$ cat src/hw/rtl/rsmad_pkg.sv
// Package for the RGB signature mean-absolute-difference block.
// Holds the widths, register indexes and sequencer states. It depends on nothing.
`timescale 1ns / 1ps

package rsmad_pkg;

  localparam int unsigned MaxBlocks = 256;
  localparam int unsigned ColorW    = 8;
  localparam int unsigned LimitW    = 10;
  localparam int unsigned MinW      = 9;
  localparam int unsigned AvgW      = 10;
  localparam int unsigned CntW      = $clog2(MaxBlocks + 1);
  // The total and the threshold sum both stay at or below 1023 * MaxBlocks.
  localparam int unsigned SumW      = $clog2(1023 * MaxBlocks + 1);
  localparam int unsigned DivCntW   = $clog2(SumW);
  localparam int unsigned CmpW      = (CntW > MinW) ? CntW : MinW;
  localparam int unsigned CfgAddrW  = 3;
  localparam int unsigned CfgDataW  = 32;

  typedef enum logic {
    REG_DIFF_LIMIT = 1'b0,
    REG_MIN_BLOCKS = 1'b1
  } cfg_reg_e;

  typedef enum logic [2:0] {
    S_IDLE,
    S_DIFF,
    S_LIMIT,
    S_CHECK,
    S_DECIDE,
    S_DIV,
    S_FIX,
    S_OUT
  } state_e;

endpackage

$ cat src/hw/rtl/rsmad_if.sv
// Handshake channels of the block: block pairs in, comparison results out.
// Depends on rsmad_pkg for the field widths.
`timescale 1ns / 1ps

interface rsmad_pair_if;
  logic                         valid;
  logic                         ready;
  logic [rsmad_pkg::ColorW-1:0] first_red;
  logic [rsmad_pkg::ColorW-1:0] first_green;
  logic [rsmad_pkg::ColorW-1:0] first_blue;
  logic [rsmad_pkg::ColorW-1:0] second_red;
  logic [rsmad_pkg::ColorW-1:0] second_green;
  logic [rsmad_pkg::ColorW-1:0] second_blue;
  logic                         last_block;

  modport source (output valid, first_red, first_green, first_blue, second_red,
                  second_green, second_blue, last_block, input ready);
  modport sink (input valid, first_red, first_green, first_blue, second_red,
                second_green, second_blue, last_block, output ready);
endinterface

interface rsmad_result_if;
  logic                       valid;
  logic                       ready;
  logic [rsmad_pkg::AvgW-1:0] average_diff;
  logic                       stopped_early;

  modport source (output valid, average_diff, stopped_early, input ready);
  modport sink (input valid, average_diff, stopped_early, output ready);
endinterface

$ cat src/hw/rtl/rgb_signature_mean_abs_diff.sv
// Top level: streaming mean absolute difference of two RGB signatures, early stop.
// Depends on rsmad_pkg and the channels in rsmad_if.sv.
//
//   channel   dir  handshake           word
//   pair_i    in   valid/ready         two block colors and last_block
//   result_o  out  valid/ready         average_diff, stopped_early
//   apb       in   psel/penable/pready diff_limit (0x0), min_blocks_before_stop (0x4)
//
// A counted pair goes through accept, three channel steps that add to the total,
// a threshold step and a compare step, all on the one shared add/subtract unit. A
// pair after a stop or past MaxBlocks is accepted but not counted. The last pair adds a
// decide step, then, unless stopped, SumW (18) restoring division steps on the same
// unit and one fixup step, then the output cycle. Reset is asynchronous and clears the
// running state. The input is not ready while a result waits on result_o.
`timescale 1ns / 1ps

module rgb_signature_mean_abs_diff (
  input  logic                           clk_i,
  input  logic                           rst_ni,
  rsmad_pair_if.sink                     pair_i,
  rsmad_result_if.source                 result_o,
  input  logic                           psel,
  input  logic                           penable,
  input  logic                           pwrite,
  input  logic [rsmad_pkg::CfgAddrW-1:0] paddr,
  input  logic [rsmad_pkg::CfgDataW-1:0] pwdata,
  output logic [rsmad_pkg::CfgDataW-1:0] prdata,
  output logic                           pready
);
  import rsmad_pkg::*;

  state_e state_q, state_d;

  logic [LimitW-1:0]  limit_q;
  logic [MinW-1:0]    min_q;

  logic [ColorW-1:0]  a_q [3];
  logic [ColorW-1:0]  b_q [3];
  logic               last_q;
  logic [1:0]         ch_q;

  logic [SumW-1:0]    total_q;
  logic [SumW-1:0]    ltp_q;
  logic [CntW-1:0]    cnt_q;
  logic               stop_q;

  logic [CntW-1:0]    rem_q;
  logic [CntW-1:0]    divisor_q;
  logic [SumW-1:0]    quo_q;
  logic [DivCntW-1:0] step_q;

  logic [AvgW-1:0]    avg_q;
  logic               stop_out_q;

  logic               accept;
  logic               skip;
  logic               cfg_wr;
  cfg_reg_e           cfg_idx;

  logic [SumW-1:0]    alu_a, alu_b;
  logic               alu_sub;
  logic [SumW:0]      alu_sum;
  logic               alu_carry;

  logic [ColorW-1:0]  ch_a, ch_b, ch_abs;
  logic [CntW:0]      rem_shift;
  logic [AvgW:0]      limit_plus;

  // Configuration port
  assign pready  = 1'b1;
  assign cfg_wr  = psel & penable & pwrite;
  assign cfg_idx = cfg_reg_e'(paddr[2]);

  always_ff @(posedge clk_i or negedge rst_ni) begin
    if (!rst_ni) begin
      limit_q <= '0;
      min_q   <= '0;
    end else if (cfg_wr) begin
      unique case (cfg_idx)
        REG_DIFF_LIMIT: limit_q <= pwdata[LimitW-1:0];
        REG_MIN_BLOCKS: min_q   <= pwdata[MinW-1:0];
        default: ;
      endcase
    end
  end

  always_comb begin
    unique case (cfg_idx)
      REG_DIFF_LIMIT: prdata = CfgDataW'(limit_q);
      REG_MIN_BLOCKS: prdata = CfgDataW'(min_q);
      default:        prdata = '0;
    endcase
  end

  // Shared add/subtract unit
  assign alu_sum   = {1'b0, alu_a} + {1'b0, alu_b ^ {SumW{alu_sub}}} + (SumW + 1)'(alu_sub);
  assign alu_carry = alu_sum[SumW];

  assign ch_a      = a_q[ch_q];
  assign ch_b      = b_q[ch_q];
  assign ch_abs    = (ch_a > ch_b) ? (ch_a - ch_b) : (ch_b - ch_a);
  assign rem_shift = {rem_q, quo_q[SumW-1]};
  assign limit_plus = {1'b0, limit_q} + (AvgW + 1)'(1);

  assign accept = pair_i.valid & pair_i.ready;
  assign skip   = stop_q | (cnt_q == CntW'(MaxBlocks));

  // Next state
  always_comb begin
    state_d = state_q;
    unique case (state_q)
      S_IDLE: begin
        if (accept) begin
          if (!skip) state_d = S_DIFF;
          else if (pair_i.last_block) state_d = S_DECIDE;
        end
      end
      S_DIFF:   if (ch_q == 2'd2) state_d = S_LIMIT;
      S_LIMIT:  state_d = S_CHECK;
      S_CHECK:  state_d = last_q ? S_DECIDE : S_IDLE;
      S_DECIDE: state_d = stop_q ? S_OUT : S_DIV;
      S_DIV:    if (step_q == '0) state_d = S_FIX;
      S_FIX:    state_d = S_OUT;
      S_OUT:    if (result_o.ready) state_d = S_IDLE;
      default:  state_d = S_IDLE;
    endcase
  end

  // Outputs and unit control
  always_comb begin
    pair_i.ready   = 1'b0;
    result_o.valid = 1'b0;
    alu_a          = total_q;
    alu_b          = SumW'(ch_abs);
    alu_sub        = 1'b0;
    unique case (state_q)
      S_IDLE:  pair_i.ready = 1'b1;
      S_DIFF: begin
        alu_a = total_q;
        alu_b = SumW'(ch_abs);
      end
      S_LIMIT: begin
        alu_a = ltp_q;
        alu_b = SumW'(limit_q);
      end
      S_CHECK: begin
        alu_a   = ltp_q;
        alu_b   = total_q;
        alu_sub = 1'b1;
      end
      S_DIV: begin
        alu_a   = SumW'(rem_shift);
        alu_b   = SumW'(divisor_q);
        alu_sub = 1'b1;
      end
      S_OUT:   result_o.valid = 1'b1;
      default: ;
    endcase
  end

  assign result_o.average_diff  = avg_q;
  assign result_o.stopped_early = stop_out_q;

  always_ff @(posedge clk_i or negedge rst_ni) begin
    if (!rst_ni) state_q <= S_IDLE;
    else         state_q <= state_d;
  end

  // Input word capture
  always_ff @(posedge clk_i) begin
    if (accept) begin
      a_q[0] <= pair_i.first_red;
      a_q[1] <= pair_i.first_green;
      a_q[2] <= pair_i.first_blue;
      b_q[0] <= pair_i.second_red;
      b_q[1] <= pair_i.second_green;
      b_q[2] <= pair_i.second_blue;
      last_q <= pair_i.last_block;
    end
  end

  // Running state
  always_ff @(posedge clk_i or negedge rst_ni) begin
    if (!rst_ni) begin
      ch_q    <= '0;
      total_q <= '0;
      ltp_q   <= '0;
      cnt_q   <= '0;
      stop_q  <= 1'b0;
    end else begin
      unique case (state_q)
        S_IDLE: ch_q <= '0;
        S_DIFF: begin
          total_q <= alu_sum[SumW-1:0];
          ch_q    <= ch_q + 2'd1;
        end
        S_LIMIT: begin
          ltp_q <= alu_sum[SumW-1:0];
          cnt_q <= cnt_q + CntW'(1);
        end
        S_CHECK: begin
          // no carry out of ltp - total means total exceeds the threshold
          if (!alu_carry && (CmpW'(cnt_q) >= CmpW'(min_q))) stop_q <= 1'b1;
        end
        S_OUT: begin
          if (result_o.ready) begin
            total_q <= '0;
            ltp_q   <= '0;
            cnt_q   <= '0;
            stop_q  <= 1'b0;
          end
        end
        default: ;
      endcase
    end
  end

  // Division and result
  always_ff @(posedge clk_i or negedge rst_ni) begin
    if (!rst_ni) begin
      step_q     <= '0;
      avg_q      <= '0;
      stop_out_q <= 1'b0;
    end else begin
      unique case (state_q)
        S_DECIDE: begin
          step_q     <= DivCntW'(SumW - 1);
          stop_out_q <= stop_q;
          if (limit_plus[AvgW]) avg_q <= '1;
          else                  avg_q <= limit_plus[AvgW-1:0];
        end
        S_DIV: step_q <= step_q - DivCntW'(1);
        S_FIX: begin
          // saturate wide quotients, and lift a zero quotient of a nonzero total
          if (|quo_q[SumW-1:AvgW])                   avg_q <= '1;
          else if (quo_q == '0 && total_q != '0)     avg_q <= AvgW'(1);
          else                                       avg_q <= quo_q[AvgW-1:0];
        end
        default: ;
      endcase
    end
  end

  always_ff @(posedge clk_i) begin
    unique case (state_q)
      S_DECIDE: begin
        rem_q     <= '0;
        quo_q     <= total_q;
        divisor_q <= (cnt_q == '0) ? CntW'(1) : cnt_q;
      end
      S_DIV: begin
        if (alu_carry) rem_q <= alu_sum[CntW-1:0];
        else           rem_q <= rem_shift[CntW-1:0];
        quo_q <= {quo_q[SumW-2:0], alu_carry};
      end
      default: ;
    endcase
  end

endmodule
$ cat src/flat_wrapper.sv
// flat-port wrapper written by rule: the top's interface ports become plain ports
module rgb_signature_mean_abs_diff_flat import rsmad_pkg::*;
  (clk_i, rst_ni, psel, penable, pwrite, paddr, pwdata, prdata, pready, pair_i_valid, pair_i_first_red, pair_i_first_green, pair_i_first_blue, pair_i_second_red, pair_i_second_green, pair_i_second_blue, pair_i_last_block, pair_i_ready, result_o_valid, result_o_average_diff, result_o_stopped_early, result_o_ready);
  rsmad_pair_if pair_i_i ();
  rsmad_result_if result_o_i ();
  input  logic clk_i;
  input  logic rst_ni;
  input  logic psel;
  input  logic penable;
  input  logic pwrite;
  input  logic [rsmad_pkg::CfgAddrW-1:0] paddr;
  input  logic [rsmad_pkg::CfgDataW-1:0] pwdata;
  output logic [rsmad_pkg::CfgDataW-1:0] prdata;
  output logic pready;
  input wire logic [$bits(pair_i_i.valid)-1:0] pair_i_valid;
  input wire logic [$bits(pair_i_i.first_red)-1:0] pair_i_first_red;
  input wire logic [$bits(pair_i_i.first_green)-1:0] pair_i_first_green;
  input wire logic [$bits(pair_i_i.first_blue)-1:0] pair_i_first_blue;
  input wire logic [$bits(pair_i_i.second_red)-1:0] pair_i_second_red;
  input wire logic [$bits(pair_i_i.second_green)-1:0] pair_i_second_green;
  input wire logic [$bits(pair_i_i.second_blue)-1:0] pair_i_second_blue;
  input wire logic [$bits(pair_i_i.last_block)-1:0] pair_i_last_block;
  output wire logic [$bits(pair_i_i.ready)-1:0] pair_i_ready;
  output wire logic [$bits(result_o_i.valid)-1:0] result_o_valid;
  output wire logic [$bits(result_o_i.average_diff)-1:0] result_o_average_diff;
  output wire logic [$bits(result_o_i.stopped_early)-1:0] result_o_stopped_early;
  input wire logic [$bits(result_o_i.ready)-1:0] result_o_ready;
  assign pair_i_i.valid = pair_i_valid;
  assign pair_i_i.first_red = pair_i_first_red;
  assign pair_i_i.first_green = pair_i_first_green;
  assign pair_i_i.first_blue = pair_i_first_blue;
  assign pair_i_i.second_red = pair_i_second_red;
  assign pair_i_i.second_green = pair_i_second_green;
  assign pair_i_i.second_blue = pair_i_second_blue;
  assign pair_i_i.last_block = pair_i_last_block;
  assign pair_i_ready = pair_i_i.ready;
  assign result_o_valid = result_o_i.valid;
  assign result_o_average_diff = result_o_i.average_diff;
  assign result_o_stopped_early = result_o_i.stopped_early;
  assign result_o_i.ready = result_o_ready;
  rgb_signature_mean_abs_diff u_core (.clk_i(clk_i), .rst_ni(rst_ni), .pair_i(pair_i_i), .result_o(result_o_i), .psel(psel), .penable(penable), .pwrite(pwrite), .paddr(paddr), .pwdata(pwdata), .prdata(prdata), .pready(pready));
endmodule
$ cat config.mk
export PLATFORM = sky130hd
export DESIGN_NAME = rgb_signature_mean_abs_diff_flat
export DESIGN_NICKNAME = d
export VERILOG_FILES = /design/src/hw/rtl/rsmad_pkg.sv /design/src/hw/rtl/rsmad_if.sv /design/src/hw/rtl/rgb_signature_mean_abs_diff.sv /design/src/flat_wrapper.sv
export SDC_FILE = /design/constraint.sdc
export NUM_CORES = 1
export LEC_CHECK = 0
export ABC_AREA = 0
export ABC_CLOCK_PERIOD_IN_PS = 15250
export BUFFER_PORTS_ARGS = -buffer_cell sky130_fd_sc_hd__buf_2
export CAP_MARGIN = 20
export CORE_UTILIZATION = 48
export DETAILED_ROUTE_END_ITERATION = 10
export PLACE_DENSITY = 0.68
export SYNTH_ARGS = -nofsm -noshare
export SYNTH_HDL_FRONTEND = slang
export SYNTH_SLANG_ARGS = --single-unit
$ cat constraint.sdc
create_clock -name clk_i -period 15.25 [get_ports clk_i]
set_input_delay 1.525 -clock clk_i [delete_from_list [all_inputs] [get_ports clk_i]]
set_output_delay 1.525 -clock clk_i [all_outputs]
set_load 0.01 [all_outputs]
==> flow_summary.yaml, run 1 <==
clock_network:
  cts_hold_buffers: 0
  cts_inserted_buffers: 17
  path_clk_slew_ns: 0.07
  clkLatencyLatePin_ns: 0.44
  htreeDepth: 4
  cts-root-buf: "clkbuf_16"
  ctsResizeCount: 0
  cts_buffer_depth: 2
  tritoncts: "done"
  postCtsSetupRepairBufs: 0
  cts_num_sinks: 171
detailed_routing:
  wire_per_inst_um: 17.7
  drt_wl_total_mm: 24.3
  drc_errors: 0
  postRouteAntennaNets: 0
  vias: 7773
  firstDrtPassIters: 6
  vias_per_cell: 5.68
  drt-initial-drc-count: 619
die:
  die_width_um: 147
  rows: 52
  dieArea_mm2: 0.0215
  start_util_pct: 49.3
  die_h_um: 147
  core_area_mm2: 0.0204
  num_io_pins: 137
global_route:
  grtUsageMet3_pct: 4.44
  grt_pass1_vias: 7616
  grtUsageMet2_pct: 38.8
  antenna_found_initial: 0
  grt_max_degree: 59
  track_usage_pct: 23.6
  top_usage_layer: "met2"
  use_met1_pct: 31.1
  grt_pass1_wl_mm: 39.7
  overflow: 0
layout:
  layout_commonest_cell: "nand2_1"
  fillers: 1809
  area_growth_pct: 11.7
  multi_input_area_mm2: 0.00484
  nets: 1227
  drive_above_1_share_pct: 16.7
  diodes: 0
  seqCellArea_mm2: 0.00470
  layout_common_cells: "nand2_1 (141), buf_2 (88), dfrtp_1 (86)"
critical_path:
  critPathLaunchType: "flop"
  cp-end-kind: "flop"
  critPathArrivalTime_ns: 6.96
  ff2ff_path_depth: 21
  r2r_start: "u_core.ch_q[0]"
  crit_fanout: 17
  reg2reg_to: "u_core.rem_q[0]"
  rrSetupSlack_ns: 8.60
  criticalPathCategory: "reg2reg"
  cp.required_ns: 15.55
flow_run:
  drv_cap: 0
synth:
  ys_ff_latch: 171
  synth_cell_types: 68
  synth_flop_cell: "dfrtp_1"
  yosysWarnings: 0
  ys_seq_area_share_pct: 46.9
  synth_cells: 1022
  ys_async_sr_fraction_pct: 50.3
  avgSynthCellArea_um2: 9.81
  synth_edf_count: 85
  syn-cell-area_mm2: 0.0100
sta:
  hold_violations: 0
  fin_tns_setup_ns: 0
  slew_headroom_pct: 32.4
  max_freq_ghz: 0.150
  fin_skew_ns: 0.00834
  worst_pin_slew_ns: 0.999
  min_period_ns: 6.65
  rsz0062_at_grt: "no"
  slew_violations: 0
  finalSetupViolCount: 0
  min_period_over_period_pct: 43.6
placement:
  place.gp.congestion: 0.887
  place_hpwl_mm: 16.9
  io_buffers: 89
status:
  status: "completed"
min_path:
  hold_end: "u_core.result_o.average_diff[7]"
  min_delay_path_depth: 2
  min_from: "u_core.result_o.average_diff[7]"
  worst_hold_path_type: "reg2reg"
[cell type report]
type                            count  share of cell area [%]
Timing Repair Buffer              103                    5.05
Clock buffer                       18                    3.83
Inverter                           46                    1.54
Clock inverter                     14                    1.44
Sequential cell                   171                    42.0
Tap cell                          270                    3.01
Multi-Input combinational cell    747                    43.2
[layer usage]
layer,part of all wire [%],vias up
li1,-,3747
met1,44,3680
met2,48,304
met3,6.6,42
met4,2.0,0
met5,0,-
[logic make-up after synthesis]
family                   Yosys count  synth area share (%)
flip-flops                       171                  46.9
AO/OA/AOI/OAI                    256                  16.2
multiplexers                      76                  8.11
adder cells (fa/ha/maj)           50                  6.46
buffers and inverters            125                  5.68
other                              2                0.0749
AND/OR/NAND/NOR                  310                  13.7
XOR/XNOR                          32                  2.79
[registers in the layout (all words and copies together) (netlist names), 10 cells and up]
| name | count |
|---|---|
| u_core.quo_q | 18 |
| u_core.limit_q | 10 |
| u_core.b_q | 24 |
| u_core.result_o.average_diff | 10 |
| u_core.ltp_q | 18 |
| u_core.total_q | 18 |
| u_core.a_q | 24 |
[critical path, stage by stage, from the launching register on]
cell,delay [ns]
dfrtp_1,0.93
mux2i_1,0.28
o21a_1,0.17
ha_1,0.15
inv_1,0.06
fa_1,0.39
a21o_1,0.17
a21oi_1,0.27
nor2_1,0.07
o22a_1,0.36
mux2_2,0.35
a22oi_1,0.23
xor2_1,0.17
a221oi_1,0.47
ha_1,0.36
a211o_1,0.31
o32ai_4,0.28
a32o_2,0.26
nor2_1,0.06
a311o_1,0.64
mux2_1,0.43
nor2_1,0.09
[how the worst max path moves through the flow]
stage                               from         endpoint  slack, ns
final                     u_core.ch_q[0]  u_core.rem_q[0]       8.60
after global routing      u_core.ch_q[0]  u_core.rem_q[0]       8.23
after CTS                 u_core.ch_q[0]  u_core.rem_q[0]       8.57
after detailed placement  u_core.ch_q[0]  u_core.rem_q[0]       8.59
after global placement    u_core.ch_q[0]  u_core.rem_q[3]       8.63
after floorplan           u_core.ch_q[0]  u_core.rem_q[2]       9.66
[cells in the mapped netlist, types with 8 or more instances]
library cell / count / area [um2]
nor2_1: 67 / 251
o21a_1: 23 / 173
clkbuf_1: 42 / 158
buf_1: 8 / 30.0
a21oi_1: 55 / 275
o22ai_1: 23 / 144
xnor2_1: 14 / 123
mux2_2: 40 / 450
nor3_1: 10 / 50.1
ha_1: 47 / 588
dfrtp_1: 86 / 2150
mux2i_1: 34 / 340
xor2_1: 18 / 158
nand4_1: 10 / 62.6
nand2_1: 141 / 529
inv_1: 45 / 169
nor4_1: 9 / 56.3
buf_4: 23 / 173
a21o_1: 10 / 75.1
edfxtp_1: 85 / 2550
o21ai_0: 82 / 410
nand3_1: 39 / 195
[per-stage QoR]
stage	worst slack (ns)	instances	util [%]	area [um2]	hold slack (ns)
floorplan	9.66	1043	-	10100	0.446
global route	8.23	1369	55.0	11200	0.507
detailed placement	8.59	1336	52.0	10600	0.468
global placement	8.63	1336	52.0	10600	0.460
finish	8.60	1369	55.0	11200	0.478
CTS	8.57	1368	54.9	11200	0.482
Power of run 1 is not shown: default switching activity piles up to over one toggle a cycle in this logic, so the estimate is an artifact.
==> run 2: changes to the inputs <==
Settings changed: ABC_AREA 0 to 1, ABC_CLOCK_PERIOD_IN_PS 15250 to 6730, PLACE_DENSITY 0.68 to 0.69.
Clock period 15.25 ns to 6.73 ns, I/O delays scaled along.
==> flow_summary.yaml, run 2 <==
detailed_routing:
  vias: 8183
  m1WireLength_mm: 11.2
  highest_layer: "met4"
  drc_errors: 0
  postRouteAntennaNets: 0
  drt_wl_total_mm: 24.6
  wire_per_inst_um: 16.3
  firstDrtPassIters: 7
  met3_length_mm: 1.51
  wl_met2_mm: 11.4
  vias_per_cell: 5.43
  drt-initial-drc-count: 659
synth:
  ys_ff_latch: 171
  ys_seq_area_share_pct: 47.6
  synth_most_common_cell: "nand2_1"
  synth_edf_count: 85
  netlist_top_cells_count: "nand2_1 (213), inv_1 (155), o21ai_0 (139)"
  netlist.area_leader.share_pct: 25.8
  avgSynthCellArea_um2: 8.60
  synth_flop_cell: "dfrtp_1"
  synth_cells: 1149
  synth_cell_types: 49
  yosysTopAreaCell: "edfxtp_1"
  yosysWarnings: 0
  synthTopCellsByArea: "edfxtp_1 (26%), dfrtp_1 (22%), nand2_1 (8.1%)"
  syn-cell-area_mm2: 0.00988
  ys_async_sr_fraction_pct: 50.3
critical_path:
  rrSetupSlack_ns: 1.23
  critPathTopFamily: "compound AO/OA/AOI/OAI gates"
  path_buf_inv: 3
  r2r_start: "u_core.ch_q[1]"
  cp.required_ns: 7.03
  criticalPathCategory: "reg2reg"
  cp-end-kind: "flop"
  cp_num_cells: 26
  cp_slowest_cell: "inv_1"
  slowest_delay_ns: 0.62
  reg2reg_to: "u_core.ltp_q[14]"
  critPathArrivalTime_ns: 5.79
  ff2ff_path_depth: 26
  critPathLaunchType: "flop"
  cp_common_cell: "nand2_1"
  crit_fanout: 32
sta:
  fin_hold_ws_ns: 0.175
  rsz0062_at_grt: "no"
  slew_headroom_pct: 41.8
  min_period_over_period_pct: 81.6
  hold_violations: 0
  slew_violations: 0
  max_freq_ghz: 0.182
  finalSetupViolCount: 0
  worst_pin_slew_ns: 0.869
  fin_tns_setup_ns: 0
  setup_slack_ns: 1.23
  fin_skew_ns: 0.0147
  min_period_ns: 5.50
clock_network:
  postCtsSetupRepairBufs: 0
  cts_hold_buffers: 0
  clkLatencyLatePin_ns: 0.44
  cts-root-buf: "clkbuf_16"
  cts_num_sinks: 171
  cts_inserted_buffers: 17
  cts_buffer_depth: 2
  path_clk_slew_ns: 0.07
  ctsResizeCount: 0
  tritoncts: "done"
  htreeDepth: 4
die:
  rows: 52
  core_area_mm2: 0.0202
  die_width_um: 146
  die_h_um: 146
  start_util_pct: 48.8
  dieArea_mm2: 0.0212
  num_io_pins: 137
layout:
  nets: 1365
  layout_common_cells: "nand2_1 (213), inv_1 (155), o21ai_0 (139)"
  layout_commonest_cell: "nand2_1"
  fin_area_mm2: 0.0111
  drive_above_1_share_pct: 14.3
  reg_top3: "u_core.a_q: 24 flops, u_core.b_q: 24 flops"
  diodes: 0
  area_growth_pct: 12.3
global_route:
  grt_max_degree: 58
  grt_pass1_vias: 7569
  antenna_found_initial: 0
  grt_pass1_wl_mm: 39.8
  track_usage_pct: 24.1
  overflow: 0
placement:
  place.gp.congestion: 0.892
  place_hpwl_mm: 17.8
  io_buffers: 89
  placed_cell_area_mm2: 0.0105
  pre_cts_ws_ns: 1.29
flow_run:
  drv_cap: 0
status:
  status: "completed"
min_path:
  worst_hold_path_type: "in2async"
run 2: changes by cell type after synthesis, moves of 10 or more:
cell,change
inv_1,+110
o211ai_1,+15
o221ai_1,+11
mux2i_1,-34
o21ai_0,+57
mux2_2,-40
nand2_1,+72
o21a_1,-21
or2_2,+14
nor2_1,-10
run 2: final cells by class:
class                      instances  area [um2]
fill                            1877        9140
timing repair buffer             101         538
multi-input combinational        769        4310
tap                              270         338
clock inverter                    13         118
inverter                         164         616
clock buffer                      19         475
sequential                       171        4700
run 2: cell families after synthesis:
kind of cell / synth area share (%)
AND/OR/NAND/NOR: 17.1
AO/OA/AOI/OAI: 16.8
buffers and inverters: 9.71
flip-flops: 47.6
adder cells (fa/ha/maj): 6.56
XOR/XNOR: 2.20
other: 0.0760
run 2: worst max-delay path by stage:
stage / startpoint / endpoint
detailed placement: u_core.ch_q[1] / u_core.total_q[14]
finish: u_core.ch_q[1] / u_core.ltp_q[14]
floorplan: u_core.ch_q[1] / u_core.ltp_q[14]
global placement: u_core.ch_q[1] / u_core.total_q[14]
global route: u_core.ch_q[1] / u_core.total_q[14]
CTS: u_core.ch_q[1] / u_core.total_q[14]
run 2: through the flow:
step	instances	utilization [%]
2_1_floorplan	1170	-
3_3_place_gp	1475	51.9
3_5_place_dp	1475	51.9
4_1_cts	1507	54.8
5_1_grt	1507	54.8
6_report	1507	54.8
run 2: metal layers:
metal  up-vias  global-route usage [%]
met1      3828                    33.4
li1       4001                       -
met4         0                    8.68
met3        39                    3.48
met2       315                    38.5
met5         -                       0
Power of run 2 is left out for the same reason.
==> run 3: changes to the inputs <==
Settings changed: ABC_CLOCK_PERIOD_IN_PS 6730 to 5400.
Clock period 6.73 ns to 5.4 ns, I/O delays scaled along.
==> flow_summary.yaml, run 3 (synthesis gave the netlist of run 2 again) <==
layout:
  fin_area_mm2: 0.0112
  layout_common_cells: "nand2_1 (213), inv_1 (155), o21ai_0 (139)"
  seqCellArea_mm2: 0.00470
  nets: 1371
  multi_input_area_mm2: 0.00431
  fillers: 1859
  final_cells: 1513
  area_growth_pct: 12.8
  diodes: 0
  reg_top3: "u_core.a_q: 24 flops, u_core.b_q: 24 flops"
  layout_commonest_cell: "nand2_1"
  drive_above_1_share_pct: 14.6
detailed_routing:
  firstDrtPassIters: 5
  met3_length_mm: 1.39
  highest_layer: "met4"
  m1WireLength_mm: 11.0
  postRouteAntennaNets: 0
  vias_per_cell: 5.38
  drt_wl_total_mm: 24.6
  wl_met2_mm: 11.5
  drc_errors: 0
  wire_per_inst_um: 16.3
  vias: 8137
  drt-initial-drc-count: 677
die:
  num_io_pins: 137
  rows: 52
  die_h_um: 146
  core_area_mm2: 0.0202
  dieArea_mm2: 0.0212
  die_width_um: 146
  start_util_pct: 48.8
clock_network:
  cts_inserted_buffers: 17
  tritoncts: "done"
  htreeDepth: 4
  cts_buffer_depth: 2
  cts-root-buf: "clkbuf_16"
  cts_hold_buffers: 0
  cts_num_sinks: 171
  clkLatencyLatePin_ns: 0.44
  path_clk_slew_ns: 0.07
sta:
  min_period_ns: 4.90
  slew_violations: 0
  hold_violations: 0
  worst_pin_slew_ns: 0.908
  min_period_over_period_pct: 90.8
  slew_headroom_pct: 38.9
  fin_skew_ns: 0.0106
  max_freq_ghz: 0.204
  fin_tns_setup_ns: 0
  rsz0062_at_grt: "no"
  setup_slack_ns: 0.496
  finalSetupViolCount: 0
min_path:
  worst_hold_path_type: "in2async"
global_route:
  grt_max_degree: 62
  antenna_found_initial: 0
  track_usage_pct: 24.4
  grt_pass1_vias: 7797
  grt_pass1_wl_mm: 40.3
  overflow: 0
placement:
  place_hpwl_mm: 18.1
  pre_cts_ws_ns: 0.391
  dp_cells: 1478
  io_buffers: 89
  placed_cell_area_mm2: 0.0105
  place.gp.congestion: 0.893
critical_path:
  cp.required_ns: 5.69
  critPathArrivalTime_ns: 5.19
  slowest_delay_ns: 0.42
  cp_common_cell: "nand2_1"
  rrSetupSlack_ns: 0.50
  critPathLaunchType: "flop"
  cp-end-kind: "flop"
  crit_fanout: 16
  cp_slowest_cell: "fa_1"
  criticalPathCategory: "reg2reg"
flow_run:
  drv_cap: 0
status:
  status: "completed"
-- run 3: worst paths after layout --
check	start	end	depth (start not counted)
worst max register to register	u_core.ch_q[0]	u_core.total_q[14]	28
min in group clk_i	pair_i_second_blue[2]	u_core.b_q[2][2]	1
max in group asynchronous	rst_ni	u_core.total_q[9]	2
worst min-delay path	rst_ni	u_core.total_q[13]	1
worst max-delay path	u_core.ch_q[0]	u_core.total_q[14]	28
worst min register to register	u_core.ltp_q[15]	u_core.ltp_q[15]	2
-- run 3: metal layers --
metal,GRT usage (%),up-vias
li1,-,4007
met1,32.7,3774
met2,39.1,304
met3,4.45,52
met4,10.5,0
met5,0,-
-- run 3: final cells by class --
| class | instances | share of cell area [%] |
|---|---|---|
| clock buffers | 18 | 3.85 |
| repair buffers | 107 | 5.34 |
| well taps | 270 | 3.03 |
| flip-flops and latches | 171 | 42.2 |
| inverters | 164 | 5.55 |
| clock inverters | 14 | 1.41 |
| multi-input cells | 769 | 38.6 |
-- run 3: what timing repair did --
item                                    4_1_cts  5_1_grt
endpoints found under the setup margin        0        9
buffers inserted                              0        3
resized for setup                             0        1
-- run 3: stage by stage --
| step | util [%] | hold WS (ns) |
|---|---|---|
| final | 55.1 | 0.0326 |
| after global routing | 55.1 | 0.0539 |
| after CTS | 55.0 | 0.0525 |
| after detailed placement | 52.1 | 0.467 |
| after global placement | 52.1 | 0.467 |
| after floorplan | - | 0.244 |
-- run 3: worst max-delay path: cells and delay by family (launching register included) --
kind | cells | cell delay, ns
adder cells (fa/ha/maj) | 3 | 0.99
buffers and inverters | 4 | 0.41
AO/OA/AOI/OAI | 10 | 1.41
flip-flops | 1 | 0.41
AND/OR/NAND/NOR | 11 | 1.52
Power of run 3 is left out for the same reason.
